### src/hw/rtl/cld_pkg.sv
// Shared types, constants and the key table for the content-length deframer.
package cld_pkg;

   // Defaults for the top-level parameters
   localparam int LENGTH_BITS_DEFAULT = 32;
   localparam int QUEUE_DEPTH_DEFAULT = 4;

   // Configuration port
   localparam int CSR_ADDR_W = 3;
   localparam int CSR_DATA_W = 32;
   localparam logic CSR_IDX_MAX_BODY = 1'b0;
   localparam logic [CSR_DATA_W-1:0] MAX_BODY_RESET = '1;

   // Stream widths
   localparam int REQ_DATA_W = 8;
   localparam int RSP_DATA_W = 8;
   localparam int RSP_USER_W = 2;

   // Characters
   localparam logic [7:0] CHAR_CR    = 8'h0D;
   localparam logic [7:0] CHAR_LF    = 8'h0A;
   localparam logic [7:0] CHAR_TAB   = 8'h09;
   localparam logic [7:0] CHAR_SPACE = 8'h20;
   localparam logic [7:0] CHAR_ZERO  = 8'h30;
   localparam logic [7:0] CHAR_NINE  = 8'h39;
   localparam logic [7:0] CHAR_UP_A  = 8'h41;
   localparam logic [7:0] CHAR_UP_Z  = 8'h5A;
   localparam logic [7:0] CASE_BIT   = 8'h20;

   // Key length in characters
   localparam logic [3:0] KEY_LEN = 4'd15;

   typedef enum logic [1:0] {
      KIND_BODY      = 2'd0,
      KIND_EMPTY     = 2'd1,
      KIND_MISSING   = 2'd2,
      KIND_TOO_LARGE = 2'd3
   } kind_type;

   typedef enum logic [1:0] {
      PH_HEADER,
      PH_BODY,
      PH_DISCARD
   } phase_type;

   typedef enum logic [1:0] {
      SUB_KEY,
      SUB_SPACE,
      SUB_DIGITS,
      SUB_IGNORE
   } sub_type;

   // One result word as it travels through the queue
   typedef struct packed {
      kind_type   kind;
      logic [7:0] data;
      logic       last;
   } cmd_type;

   // Lower-case key text "content-length:"
   function automatic logic [7:0] key_char(input logic [3:0] pos);
      logic [7:0] ch;
      unique case (pos)
         4'd0:    ch = 8'h63; // c
         4'd1:    ch = 8'h6F; // o
         4'd2:    ch = 8'h6E; // n
         4'd3:    ch = 8'h74; // t
         4'd4:    ch = 8'h65; // e
         4'd5:    ch = 8'h6E; // n
         4'd6:    ch = 8'h74; // t
         4'd7:    ch = 8'h2D; // -
         4'd8:    ch = 8'h6C; // l
         4'd9:    ch = 8'h65; // e
         4'd10:   ch = 8'h6E; // n
         4'd11:   ch = 8'h67; // g
         4'd12:   ch = 8'h74; // t
         4'd13:   ch = 8'h68; // h
         4'd14:   ch = 8'h3A; // :
         default: ch = 8'h00;
      endcase
      return ch;
   endfunction

endpackage

### src/hw/rtl/content_length_deframer.sv
// Top level of the content-length deframer: stream ports, register port, wiring.
//
// The req stream carries raw bytes of header-framed messages, one byte per
// word. The parser finds a "content-length:" header line, and after the
// blank line that closes the header block passes that many body bytes to
// the rsp stream, tlast on the final one. A zero length gives one empty
// word; a missing length or one above max_body_length gives one error word
// (tlast set) and the over-long body is dropped. tuser carries the word kind.
// Throughput: one byte per cycle, sustained while rsp_tready stays high. Every
// byte is parsed in the cycle it is accepted; the word it causes, if any,
// enters the queue at that edge and moves to the output register once that
// register is empty or being drained, and from there it shows on rsp.
// Stalls: a queue of QUEUE_DEPTH words plus the output register absorb a
// stalled receiver; req_tready falls only when the queue is full.
// Reset: the parser returns to the start of a header block, the queue and
// output register empty, and max_body_length returns to all ones.
// Register 0 (byte address 0): max_body_length, 32 bits, read/write.
module content_length_deframer #(
   parameter int LENGTH_BITS = cld_pkg::LENGTH_BITS_DEFAULT,
   parameter int QUEUE_DEPTH = cld_pkg::QUEUE_DEPTH_DEFAULT
) (
   input  logic                             clock,
   input  logic                             reset,
   // data_byte[7:0]
   input  logic [cld_pkg::REQ_DATA_W-1:0]   req_tdata,
   input  logic                             req_tvalid,
   output logic                             req_tready,
   // body_byte[7:0]
   output logic [cld_pkg::RSP_DATA_W-1:0]   rsp_tdata,
   // kind[1:0]
   output logic [cld_pkg::RSP_USER_W-1:0]   rsp_tuser,
   output logic                             rsp_tlast,
   output logic                             rsp_tvalid,
   input  logic                             rsp_tready,
   input  logic                             csr_psel,
   input  logic                             csr_penable,
   input  logic                             csr_pwrite,
   input  logic [cld_pkg::CSR_ADDR_W-1:0]   csr_paddr,
   input  logic [cld_pkg::CSR_DATA_W-1:0]   csr_pwdata,
   output logic [cld_pkg::CSR_DATA_W-1:0]   csr_prdata,
   output logic                             csr_pready
);
   import cld_pkg::*;

   logic [CSR_DATA_W-1:0] max_len_ff;
   logic                  accept;
   logic                  push_valid;
   cmd_type               push_cmd;
   logic                  full;
   logic                  pop;
   logic                  head_valid;
   cmd_type               head_cmd;
   logic                  reg_hit;

   // Register port
   assign csr_pready = 1'b1;
   assign reg_hit    = (csr_paddr[CSR_ADDR_W-1:2] == CSR_IDX_MAX_BODY);
   assign csr_prdata = reg_hit ? max_len_ff : '0;

   always_ff @(posedge clock) begin
      if (reset) begin
         max_len_ff <= MAX_BODY_RESET;
      end else if (csr_psel && csr_penable && csr_pwrite && csr_pready && reg_hit) begin
         max_len_ff <= csr_pwdata;
      end
   end

   // Accept a byte whenever the queue has room
   assign req_tready = !full;
   assign accept     = req_tvalid && req_tready;

   cld_front #(
      .LENGTH_BITS (LENGTH_BITS)
   ) u_front (
      .clock      (clock),
      .reset      (reset),
      .accept     (accept),
      .in_byte    (req_tdata),
      .max_len    (max_len_ff),
      .push_valid (push_valid),
      .push_cmd   (push_cmd)
   );

   cld_queue #(
      .DEPTH (QUEUE_DEPTH)
   ) u_queue (
      .clock      (clock),
      .reset      (reset),
      .push_valid (push_valid),
      .push_cmd   (push_cmd),
      .full       (full),
      .pop        (pop),
      .head_valid (head_valid),
      .head_cmd   (head_cmd)
   );

   cld_emit u_emit (
      .clock      (clock),
      .reset      (reset),
      .head_valid (head_valid),
      .head_cmd   (head_cmd),
      .pop        (pop),
      .rsp_tvalid (rsp_tvalid),
      .rsp_tready (rsp_tready),
      .rsp_tdata  (rsp_tdata),
      .rsp_tuser  (rsp_tuser),
      .rsp_tlast  (rsp_tlast)
   );

endmodule

### src/hw/rtl/cld_front.sv
// Front end: parses header bytes, tracks the body count and emits result words.
module cld_front #(
   parameter int LENGTH_BITS = cld_pkg::LENGTH_BITS_DEFAULT
) (
   input  logic                             clock,
   input  logic                             reset,
   input  logic                             accept,
   input  logic [7:0]                       in_byte,
   input  logic [cld_pkg::CSR_DATA_W-1:0]   max_len,
   output logic                             push_valid,
   output cld_pkg::cmd_type                 push_cmd
);
   import cld_pkg::*;

   localparam int CMP_W = (LENGTH_BITS > CSR_DATA_W) ? LENGTH_BITS : CSR_DATA_W;
   localparam int SUM_W = LENGTH_BITS + 4;

   phase_type              phase_ff, phase_in;
   logic [1:0]             term_ff, term_in;
   logic [3:0]             keypos_ff, keypos_in;
   sub_type                sub_ff, sub_in;
   logic [LENGTH_BITS-1:0] acc_ff, acc_in;
   logic                   ovf_ff, ovf_in;
   logic                   found_ff, found_in;
   logic [LENGTH_BITS-1:0] rem_ff, rem_in;

   logic                   is_cr, is_lf, is_digit, is_blank;
   logic [7:0]             lc;
   logic                   hdr_end, line_done, too_large, rem_last;
   logic [LENGTH_BITS-1:0] base_acc;
   logic                   base_ovf;
   logic [SUM_W-1:0]       sum;
   logic [LENGTH_BITS-1:0] digit_acc;
   logic                   digit_ovf;

   // Classify the byte and work out the decimal step
   always_comb begin
      is_cr     = (in_byte == CHAR_CR);
      is_lf     = (in_byte == CHAR_LF);
      is_digit  = (in_byte >= CHAR_ZERO) && (in_byte <= CHAR_NINE);
      is_blank  = (in_byte == CHAR_SPACE) || (in_byte == CHAR_TAB);
      lc        = ((in_byte >= CHAR_UP_A) && (in_byte <= CHAR_UP_Z)) ?
                  (in_byte | CASE_BIT) : in_byte;
      hdr_end   = is_lf && (term_ff == 2'd3);
      line_done = is_lf && (term_ff == 2'd1);
      too_large = ovf_ff || (CMP_W'(acc_ff) > CMP_W'(max_len));
      rem_last  = (rem_ff[LENGTH_BITS-1:1] == '0);
      // First digit of a run restarts the value
      base_acc  = (sub_ff == SUB_SPACE) ? '0 : acc_ff;
      base_ovf  = (sub_ff == SUB_SPACE) ? 1'b0 : ovf_ff;
      sum       = (SUM_W'(base_acc) << 3) + (SUM_W'(base_acc) << 1) +
                  SUM_W'(in_byte[3:0]);
      if (base_ovf || (sum[SUM_W-1:LENGTH_BITS] != '0)) begin
         digit_acc = '1;
         digit_ovf = 1'b1;
      end else begin
         digit_acc = sum[LENGTH_BITS-1:0];
         digit_ovf = 1'b0;
      end
   end

   // Next phase
   always_comb begin
      phase_in = phase_ff;
      unique case (phase_ff)
         PH_HEADER: begin
            if (accept && hdr_end && found_ff) begin
               if (too_large) begin
                  phase_in = PH_DISCARD;
               end else if (acc_ff != '0) begin
                  phase_in = PH_BODY;
               end
            end
         end
         PH_BODY, PH_DISCARD: begin
            if (accept && rem_last) begin
               phase_in = PH_HEADER;
            end
         end
         default: phase_in = PH_HEADER;
      endcase
   end

   // Parser datapath and result words
   always_comb begin
      term_in    = term_ff;
      keypos_in  = keypos_ff;
      sub_in     = sub_ff;
      acc_in     = acc_ff;
      ovf_in     = ovf_ff;
      found_in   = found_ff;
      rem_in     = rem_ff;
      push_valid = 1'b0;
      push_cmd   = '0;
      if (accept) begin
         unique case (phase_ff)
            PH_BODY: begin
               if (rem_ff != '0) begin
                  rem_in = rem_ff - 1'b1;
               end
               push_valid    = 1'b1;
               push_cmd.kind = KIND_BODY;
               push_cmd.data = in_byte;
               push_cmd.last = rem_last;
            end
            PH_DISCARD: begin
               if (rem_ff != '0) begin
                  rem_in = rem_ff - 1'b1;
               end
            end
            default: begin
               if (hdr_end) begin
                  // End of header block: clear parse state and decide
                  term_in       = 2'd0;
                  keypos_in     = '0;
                  sub_in        = SUB_KEY;
                  acc_in        = '0;
                  ovf_in        = 1'b0;
                  found_in      = 1'b0;
                  push_cmd.last = 1'b1;
                  if (!found_ff) begin
                     push_valid    = 1'b1;
                     push_cmd.kind = KIND_MISSING;
                  end else if (too_large) begin
                     push_valid    = 1'b1;
                     push_cmd.kind = KIND_TOO_LARGE;
                     rem_in        = acc_ff;
                  end else if (acc_ff == '0) begin
                     push_valid    = 1'b1;
                     push_cmd.kind = KIND_EMPTY;
                  end else begin
                     rem_in = acc_ff;
                  end
               end else if (line_done) begin
                  term_in   = 2'd2;
                  keypos_in = '0;
                  sub_in    = SUB_KEY;
               end else begin
                  if (is_cr) begin
                     term_in = (term_ff == 2'd2) ? 2'd3 : 2'd1;
                  end else begin
                     term_in = 2'd0;
                  end
                  case (sub_ff)
                     SUB_KEY: begin
                        if ((keypos_ff != KEY_LEN) && (lc == key_char(keypos_ff))) begin
                           keypos_in = keypos_ff + 1'b1;
                           if (keypos_ff == KEY_LEN - 1'b1) begin
                              sub_in = SUB_SPACE;
                           end
                        end else begin
                           sub_in = SUB_IGNORE;
                        end
                     end
                     SUB_SPACE, SUB_DIGITS: begin
                        if (is_digit) begin
                           acc_in   = digit_acc;
                           ovf_in   = digit_ovf;
                           found_in = 1'b1;
                           sub_in   = SUB_DIGITS;
                        end else if (!(is_blank && (sub_ff == SUB_SPACE))) begin
                           sub_in = SUB_IGNORE;
                        end
                     end
                     default: sub_in = SUB_IGNORE;
                  endcase
               end
            end
         endcase
      end
   end

   always_ff @(posedge clock) begin
      if (reset) begin
         phase_ff  <= PH_HEADER;
         term_ff   <= 2'd0;
         keypos_ff <= '0;
         sub_ff    <= SUB_KEY;
         acc_ff    <= '0;
         ovf_ff    <= 1'b0;
         found_ff  <= 1'b0;
         rem_ff    <= '0;
      end else begin
         phase_ff  <= phase_in;
         term_ff   <= term_in;
         keypos_ff <= keypos_in;
         sub_ff    <= sub_in;
         acc_ff    <= acc_in;
         ovf_ff    <= ovf_in;
         found_ff  <= found_in;
         rem_ff    <= rem_in;
      end
   end

endmodule

### src/hw/rtl/cld_queue.sv
// Short result queue between the parser and the output stage.
module cld_queue #(
   parameter int DEPTH = cld_pkg::QUEUE_DEPTH_DEFAULT
) (
   input  logic              clock,
   input  logic              reset,
   input  logic              push_valid,
   input  cld_pkg::cmd_type  push_cmd,
   output logic              full,
   input  logic              pop,
   output logic              head_valid,
   output cld_pkg::cmd_type  head_cmd
);
   import cld_pkg::*;

   localparam int PTR_W = (DEPTH > 1) ? $clog2(DEPTH) : 1;
   localparam int CNT_W = $clog2(DEPTH + 1);
   localparam logic [PTR_W-1:0] LAST_PTR = PTR_W'(DEPTH - 1);
   localparam logic [CNT_W-1:0] FULL_CNT = CNT_W'(DEPTH);

   cmd_type          mem_ff [DEPTH];
   logic [PTR_W-1:0] wr_ptr_ff, wr_ptr_in;
   logic [PTR_W-1:0] rd_ptr_ff, rd_ptr_in;
   logic [CNT_W-1:0] count_ff, count_in;
   logic             do_push;

   assign full       = (count_ff == FULL_CNT);
   assign head_valid = (count_ff != '0);
   assign head_cmd   = mem_ff[rd_ptr_ff];
   assign do_push    = push_valid && !full;

   // Advance pointers and fill count
   always_comb begin
      wr_ptr_in = wr_ptr_ff;
      rd_ptr_in = rd_ptr_ff;
      count_in  = count_ff;
      if (do_push) begin
         wr_ptr_in = (wr_ptr_ff == LAST_PTR) ? '0 : wr_ptr_ff + 1'b1;
      end
      if (pop) begin
         rd_ptr_in = (rd_ptr_ff == LAST_PTR) ? '0 : rd_ptr_ff + 1'b1;
      end
      if (do_push && !pop) begin
         count_in = count_ff + 1'b1;
      end else if (pop && !do_push) begin
         count_in = count_ff - 1'b1;
      end
   end

   always_ff @(posedge clock) begin
      if (reset) begin
         wr_ptr_ff <= '0;
         rd_ptr_ff <= '0;
         count_ff  <= '0;
      end else begin
         wr_ptr_ff <= wr_ptr_in;
         rd_ptr_ff <= rd_ptr_in;
         count_ff  <= count_in;
      end
   end

   // Store pushed words
   always_ff @(posedge clock) begin
      if (do_push) begin
         mem_ff[wr_ptr_ff] <= push_cmd;
      end
   end

endmodule

### src/hw/rtl/cld_emit.sv
// Back end: output register that formats queued words onto the result stream.
module cld_emit (
   input  logic                             clock,
   input  logic                             reset,
   input  logic                             head_valid,
   input  cld_pkg::cmd_type                 head_cmd,
   output logic                             pop,
   output logic                             rsp_tvalid,
   input  logic                             rsp_tready,
   output logic [cld_pkg::RSP_DATA_W-1:0]   rsp_tdata,
   output logic [cld_pkg::RSP_USER_W-1:0]   rsp_tuser,
   output logic                             rsp_tlast
);
   import cld_pkg::*;

   logic       valid_ff, valid_in;
   kind_type   kind_ff, kind_in;
   logic [7:0] data_ff, data_in;
   logic       last_ff, last_in;

   // Take a new word when the register is empty or being drained
   assign pop = head_valid && (!valid_ff || rsp_tready);

   always_comb begin
      valid_in = valid_ff;
      if (pop) begin
         valid_in = 1'b1;
      end else if (rsp_tready) begin
         valid_in = 1'b0;
      end
      kind_in = head_cmd.kind;
      // Only body words carry data; every other kind closes its message
      data_in = (head_cmd.kind == KIND_BODY) ? head_cmd.data : 8'h00;
      last_in = (head_cmd.kind == KIND_BODY) ? head_cmd.last : 1'b1;
   end

   always_ff @(posedge clock) begin
      if (reset) begin
         valid_ff <= 1'b0;
      end else begin
         valid_ff <= valid_in;
      end
   end

   always_ff @(posedge clock) begin
      if (pop) begin
         kind_ff <= kind_in;
         data_ff <= data_in;
         last_ff <= last_in;
      end
   end

   assign rsp_tvalid = valid_ff;
   assign rsp_tdata  = data_ff;
   assign rsp_tuser  = kind_ff;
   assign rsp_tlast  = last_ff;

endmodule

### config.mk
export PLATFORM = sky130hd
export DESIGN_NAME = content_length_deframer
export DESIGN_NICKNAME = d
export VERILOG_FILES = /design/src/hw/rtl/cld_pkg.sv /design/src/hw/rtl/content_length_deframer.sv /design/src/hw/rtl/cld_front.sv /design/src/hw/rtl/cld_queue.sv /design/src/hw/rtl/cld_emit.sv
export SDC_FILE = /design/constraint.sdc
export NUM_CORES = 1
export LEC_CHECK = 0
export BUFFER_PORTS_ARGS = -buffer_cell sky130_fd_sc_hd__buf_2
export CORE_MARGIN = 4
export CORE_UTILIZATION = 25
export DETAILED_ROUTE_END_ITERATION = 8
export HOLD_SLACK_MARGIN = 0.06
export PLACE_DENSITY = 0.49
export SETUP_SLACK_MARGIN = 0.1
export SYNTH_ARGS = -nofsm -noshare
export SYNTH_HDL_FRONTEND = slang
export SYNTH_SLANG_ARGS = --single-unit
### constraint.sdc
create_clock -name clock -period 10.9 [get_ports clock]
set_input_delay 1.09 -clock clock [delete_from_list [all_inputs] [get_ports clock]]
set_output_delay 1.09 -clock clock [all_outputs]
set_load 0.03 [all_outputs]
==> flow_metrics.env, run 1 <==
export IMPL_status="complete, no violations"
export IMPL_cap_viol_max_count=0
export IMPL_synth_seq_cells=180
export IMPL_antenna_found_initial=1
export IMPL_track_usage=0.1317
export IMPL_io_pins=96
export IMPL_yosysTopAreaCell="dfxtp_1"
export IMPL_core_area_um2=46650
export IMPL_hold_ws_ns=0.4686
export IMPL_power_switching_mw=0.4894
export IMPL_worst_path_max_fanout=34
export IMPL_yosys_warnings=0
export IMPL_syn_nets=1521
export IMPL_clockRootBuffer="clkbuf_16"
export IMPL_fmax_mhz=193.9
export IMPL_layout_setup_ws_ns=5.742
export IMPL_setup_tns_final_ns=0
export IMPL_drive_gt1_frac=0.1268
export IMPL_gp_congestion=0.8091
export IMPL_hold_class="reg2reg"
export IMPL_synth_edf_count=55
export IMPL_place_area_um2=12920
export IMPL_initial_utilization=0.2538
export IMPL_cts_sinks=180
export IMPL_place_inst=2002
export IMPL_pre_cts_slack_ns=5.526
export IMPL_rsz0062_at_grt="false"
export IMPL_p_clk_frac=0.390
export IMPL_ant_nets=0
export IMPL_min_period_ns=5.158
export IMPL_io_buffers=92
export IMPL_clk_path_buf_depth=2
export IMPL_leakagePower_nw=5.859
export IMPL_timing_final_crit_share=0.4732
export IMPL_irDropWorstVdd_v=0.0001128
export IMPL_grt_max_degree=65
export IMPL_cts_buffers=17
export IMPL_switching_share=0.2967
export IMPL_dpl_hpwl_um=25110
export IMPL_drt_vias_per_instance=5.002
export IMPL_syn_avg_cell_area_um2=8.746
export IMPL_ys_seq_area_frac=0.3508
export IMPL_final_setup_viol_count=0
export IMPL_nNetsFinal=1581
export IMPL_synth_top_area_frac=0.2113
export IMPL_drv_slew=0
export IMPL_skew_ns=0.01203
export IMPL_drt_first_pass_iters=5
export IMPL_stdcell_count=2035
export IMPL_die_h_um=225.6
export IMPL_area_delta_synth_final_pct=14.25
export IMPL_async_flop_share=0
export IMPL_power_density_nw_per_um2=121.9
export IMPL_grt_pass1_wl_um=54240
export IMPL_combinationalPowerShare=0.150
export IMPL_die_area_um2=50920
export IMPL_htreeDepth=4
export IMPL_mostFrequentLayoutCells="nand2_1, a21oi_1, dfxtp_1"
export IMPL_std_cell_rows=79
export IMPL_cts_setup_buffers=0
export IMPL_routedWlPerCell_um=16.51
export IMPL_grt_overflow=0
export IMPL_drt_first_iter_violations=654
export IMPL_path_clk_slew_ns=0.08
export IMPL_slew_headroom=0.2668
export IMPL_synth_flop_cell="dfxtp_1"
export IMPL_netlist_top_cells_area="dfxtp_1, edfxtp_1, ha_1, a21oi_1, nand2_1"
export IMPL_postLayoutCellArea_um2=13530
export IMPL_wirelength_um=33590
export IMPL_cts_hold_buffers=0
export IMPL_die_w_um=225.6
export IMPL_cts_tree="yes"
export IMPL_internal_power_mw=1.160
export IMPL_crit_path_start_kind="register"
export IMPL_cts_resized=0
export IMPL_worstPathArrival_ns=5.43
export IMPL_synthCells=1354
export IMPL_mostFrequentLayoutCell="nand2_1"
export IMPL_worst_ep_required_time_ns=11.17
export IMPL_grt_pass1_vias=9942
export IMPL_dr_total_vias=10180
export IMPL_end_kind="register"
export IMPL_drc=0
export IMPL_synthesis_area_um2=11840
export IMPL_clkLatencyLatePin_ns=0.45
export IMPL_seq_power_share=0.460
export IMPL_worst_pin_slew_ns=1.100
export IMPL_crit_type="reg2reg"
export IMPL_finalHoldViolCount=0
export IMPL_synth_cell_type_count=80
==> through the flow <==
| step | utilization | power [mW] |
|---|---|---|
| floorplan | - | 0.9481 |
| global placement | 0.2770 | 1.022 |
| detailed placement | 0.2770 | 1.027 |
| CTS | 0.2900 | 1.675 |
| global route | 0.2900 | 1.728 |
| finish | 0.2900 | 1.649 |
==> area by class of cell <==
| cell class | instances | area [um^2] |
|---|---|---|
| fill | 4968 | 33120 |
| clock buffer | 17 | 425.4 |
| multi-input combinational | 1034 | 7139 |
| inverter | 69 | 259.0 |
| clock inverter | 15 | 180.2 |
| timing repair buffer | 112 | 610.6 |
| antenna | 1 | 2.502 |
| tap | 607 | 759.5 |
| sequential | 180 | 4154 |
==> synth_stat cells (5+ instances only) <==
master / number
nand2b_1: 9
a31o_2: 5
mux4_2: 11
edfxtp_1: 55
xnor2_1: 20
nor2b_1: 46
a311oi_1: 5
nand4_1: 15
nand3_1: 26
buf_1: 5
mux2i_1: 25
dfxtp_1: 125
inv_1: 69
or3_1: 8
a2bb2oi_1: 6
o311ai_0: 6
a211oi_1: 15
o41ai_1: 19
and2_1: 7
and3_1: 18
o2bb2ai_1: 7
xor2_1: 24
clkbuf_1: 59
a21oi_1: 125
ha_1: 114
a21o_1: 12
o31ai_1: 8
nor4_1: 18
a31oi_1: 9
nand2_1: 150
nor2_1: 108
o211ai_1: 42
o21a_1: 14
mux2_2: 5
nor3_1: 30
a22oi_1: 5
o21ai_0: 55
==> cells by family after synthesis <==
kind of cell | Yosys count | share of synthesized area
buffers and inverters | 140 | 0.04691
AO/OA/AOI/OAI | 372 | 0.2060
flip-flops | 180 | 0.3508
AND/OR/NAND/NOR | 456 | 0.1856
other | 1 | 0.0003167
adder cells (fa/ha/maj) | 117 | 0.1255
multiplexers | 43 | 0.05092
XOR/XNOR | 45 | 0.03391
==> power by group through the flow <==
stage / combinational (mW) / sequential (mW) / clock, mW
final: 0.247 / 0.759 / 0.643
after global routing: 0.271 / 0.767 / 0.690
after CTS: 0.251 / 0.761 / 0.663
after detailed placement: 0.250 / 0.777 / 0
after global placement: 0.247 / 0.775 / 0
after floorplan: 0.140 / 0.808 / 0
==> routing by layer <==
| metal | GRT usage | up-vias | wire [um] |
|---|---|---|---|
| met5 | 0 | - | 0 |
| met4 | 0.03833 | 0 | 598 |
| li1 | - | 5094 | - |
| met1 | 0.1740 | 4912 | 15860 |
| met2 | 0.2241 | 145 | 16070 |
| met3 | 0.01963 | 29 | 1066 |
==> flip-flops by register name, indices dropped and copies added (netlist names), named ones only <==
signal	cells
u_queue.mem_ff	44
max_len_ff	32
u_front.acc_ff	32
u_front.rem_ff	32
u_emit.rsp_tdata	8
u_front.keypos_ff	4
u_queue.count_ff	3
u_emit.rsp_tuser	2
u_front.phase_ff	2
u_front.sub_ff	2
u_front.term_ff	2
u_queue.rd_ptr_ff	2
u_queue.wr_ptr_ff	2
u_emit.rsp_tlast	1
u_emit.rsp_tvalid	1
u_front.found_ff	1
u_front.ovf_ff	1
==> path summary, 6_finish.rpt <==
check	startpoint	slack [ns]	depth (start not counted)	endpoint
hold reg to reg	u_emit.rsp_tvalid$_SDFFE_PP0P_	0.47	2	u_emit.rsp_tvalid$_SDFFE_PP0P_
setup reg to reg	u_front.sub_ff[1]$_SDFFE_PP0P_	5.74	16	u_front.acc_ff[9]$_SDFFE_PP0P_
hold / removal	u_emit.rsp_tvalid$_SDFFE_PP0P_	0.47	2	u_emit.rsp_tvalid$_SDFFE_PP0P_
setup / recovery	u_front.sub_ff[1]$_SDFFE_PP0P_	5.74	16	u_front.acc_ff[9]$_SDFFE_PP0P_
==> critical path, cell delays in order (launching register included) <==
cell      delay [ns]
dfxtp_1         0.34
inv_1           0.08
ha_1            0.18
buf_4           0.24
nor2b_1         0.27
fa_1            0.50
fa_1            0.49
a211oi_1        0.26
o21ai_0         0.21
a21oi_1         0.39
nor4b_1         0.14
or2_1           0.29
a21oi_1         0.24
xnor2_2         0.08
buf_4           0.21
nor3_2          0.86
a311oi_1        0.18
No activity file was read; power rests on OpenSTA's default activity.
==> run 2, diff against run 1 <==
==> constraint.sdc (replaced) <==
create_clock -name clock -period 5 [get_ports clock]
set_input_delay 0.5 -clock clock [delete_from_list [all_inputs] [get_ports clock]]
set_output_delay 0.5 -clock clock [all_outputs]
set_load 0.03 [all_outputs]
==> flow_metrics.env, run 2 (synthesis gave the netlist of run 1 again) <==
export IMPL_mostFrequentLayoutCells="nand2_1, a21oi_1, dfxtp_1"
export IMPL_irDropWorstVdd_v=0.0002306
export IMPL_die_w_um=225.6
export IMPL_dr_total_vias=10260
export IMPL_fmax_mhz=224.2
export IMPL_critPathMaxStageDelay_ns=0.67
export IMPL_seq_power_share=0.466
export IMPL_r2r_cells=15
export IMPL_final_setup_viol_count=0
export IMPL_internal_power_mw=2.516
export IMPL_cts_tree="yes"
export IMPL_io_buffers=92
export IMPL_setup_tns_final_ns=0
export IMPL_die_area_um2=50920
export IMPL_slowest_stage="a32oi_4"
export IMPL_worst_ep_required_time_ns=5.35
export IMPL_grt_max_degree=65
export IMPL_finalHoldViolCount=0
export IMPL_path_clk_slew_ns=0.07
export IMPL_rsz0062_at_grt="false"
export IMPL_largest_reg_flops=44
export IMPL_drv_slew=0
export IMPL_nFillCells=4985
export IMPL_drt_first_pass_iters=5
export IMPL_area_delta_synth_final_pct=14.82
export IMPL_cts_buffers=17
export IMPL_end_kind="register"
export IMPL_cts_sinks=180
export IMPL_htreeDepth=4
export IMPL_hold_class="in2reg"
export IMPL_drt_first_iter_violations=653
export IMPL_crit_type="reg2reg"
export IMPL_ant_nets=0
export IMPL_worst_pin_slew_ns=1.223
export IMPL_nNetsFinal=1592
export IMPL_worst_path_max_fanout=30
export IMPL_reg2reg_from="u_front.sub_ff[1]$_SDFFE_PP0P_"
export IMPL_leakagePower_nw=5.906
export IMPL_status="complete, no violations"
export IMPL_skew_ns=0.01018
export IMPL_min_delay_path_depth=3
export IMPL_crit_path_start_kind="register"
export IMPL_gp_congestion=0.8359
export IMPL_std_cell_rows=79
export IMPL_clkLatencyLatePin_ns=0.45
export IMPL_track_usage=0.1306
export IMPL_cts_setup_buffers=0
export IMPL_drive_gt1_frac=0.1307
export IMPL_power_density_nw_per_um2=261.3
export IMPL_drt_vias_per_instance=5.016
export IMPL_core_area_um2=46650
export IMPL_drc=0
export IMPL_io_pins=96
export IMPL_clockRootBuffer="clkbuf_16"
export IMPL_switching_share=0.2917
export IMPL_worstPathArrival_ns=4.81
export IMPL_min_period_ns=4.459
export IMPL_power_switching_mw=1.036
export IMPL_combinationalPowerShare=0.152
export IMPL_wirelength_um=33910
export IMPL_routedWlPerCell_um=16.57
export IMPL_mostFrequentLayoutCell="nand2_1"
export IMPL_path_cells="inv_1, ha_1, buf_4, nor2b_1, ha_1, ha_1, nand2_1, or3_1, nor2_1, nor4b_1, o2111ai_1, a32oi_4, nor3_2, buf_4, a211oi_1"
export IMPL_dpl_hpwl_um=25500
export IMPL_cp_startpoint="u_front.sub_ff[1]$_SDFFE_PP0P_"
export IMPL_clk_path_buf_depth=2
export IMPL_min_delay_start="csr_pwdata[12]"
export IMPL_slew_headroom=0.1815
export IMPL_die_h_um=225.6
export IMPL_timing_final_crit_share=0.8919
export IMPL_grt_overflow=0
export IMPL_place_inst=2013
export IMPL_pre_cts_slack_ns=0.4144
export IMPL_grt_pass1_wl_um=53630
export IMPL_cap_viol_max_count=0
export IMPL_antenna_found_initial=1
export IMPL_grt_pass1_vias=9902
export IMPL_top_register="u_queue.mem_ff"
export IMPL_layout_setup_ws_ns=0.5406
export IMPL_cp_common_cell="ha_1"
export IMPL_stdcell_count=2046
export IMPL_p_clk_frac=0.382
export IMPL_initial_utilization=0.2538
==> run 2: changes by cell type in the layout (fill, tap and decap cells not counted), sizes merged <==
cell | previous run | this run
clkinv | 2 | 5
inv | 78 | 75
clkbuf | 17 | 19
clkinvlp | 2 | 0
buf | 112 | 123
==> run 2: repair_timing <==
action,in CTS,in global routing
hold buffers,0,0
gates resized for setup,0,1
endpoints found under the setup margin,0,15
==> run 2: metal layers <==
| metal | global-route usage | routed length [um] | vias to the layer above |
|---|---|---|---|
| li1 | - | - | 5124 |
| met1 | 0.1729 | 16240 | 4920 |
| met2 | 0.2147 | 15690 | 171 |
| met3 | 0.02028 | 974 | 47 |
| met4 | 0.05078 | 998 | 0 |
| met5 | 0 | 0 | - |
==> run 2: power groups by stage <==
stage | Clock, mW | Sequential, mW | Combinational (mW)
detailed placement | 0 | 1.69 | 0.546
floorplan | 0 | 1.76 | 0.306
global route | 1.45 | 1.67 | 0.591
finish | 1.36 | 1.66 | 0.541
global placement | 0 | 1.69 | 0.538
CTS | 1.40 | 1.66 | 0.548
==> run 2: path summary, 6_finish.rpt <==
| kind | to | slack (ns) |
|---|---|---|
| setup / recovery | u_front.acc_ff[0]$_SDFFE_PP0P_ | 0.54 |
| hold / removal | max_len_ff[12]$_SDFFE_PP1P_ | 0.28 |
| setup reg to reg | u_front.acc_ff[0]$_SDFFE_PP0P_ | 0.54 |
| hold reg to reg | u_emit.rsp_tvalid$_SDFFE_PP0P_ | 0.47 |
==> run 2: critical path: cells and delay by family (launching register included) <==
family	cells	cell delay, ns
buffers and inverters	3	0.65
DFF	1	0.31
and+or+nand+nor	6	1.27
adders and majority gates	3	0.97
AOI/OAI and AO/OA	3	1.15
==> run 2: metrics by stage <==
step           instance area [um^2]    util  hold WS [ns]  power [mW]
6_report                      13600  0.2915        0.2837       3.553
5_1_grt                       13600  0.2914        0.2661       3.709
3_3_place_gp                  13010  0.2787        0.4593       2.228
4_1_cts                       13580  0.2912        0.2596       3.605
2_1_floorplan                 11840       -        0.4453       2.067
3_5_place_dp                  13010  0.2787        0.4631       2.237
==> run 2: cell type report <==
| class | instances | area (um^2) | area share |
|---|---|---|---|
| clock buffer | 19 | 432.9 | 0.03184 |
| timing repair buffer | 123 | 693.2 | 0.05098 |
| multi-input combinational | 1034 | 7151 | 0.5259 |
| sequential | 180 | 4154 | 0.3055 |
| inverter | 69 | 259.0 | 0.01905 |
| antenna | 1 | 2.502 | 0.0001840 |
| tap | 607 | 759.5 | 0.05585 |
| clock inverter | 13 | 146.4 | 0.01077 |
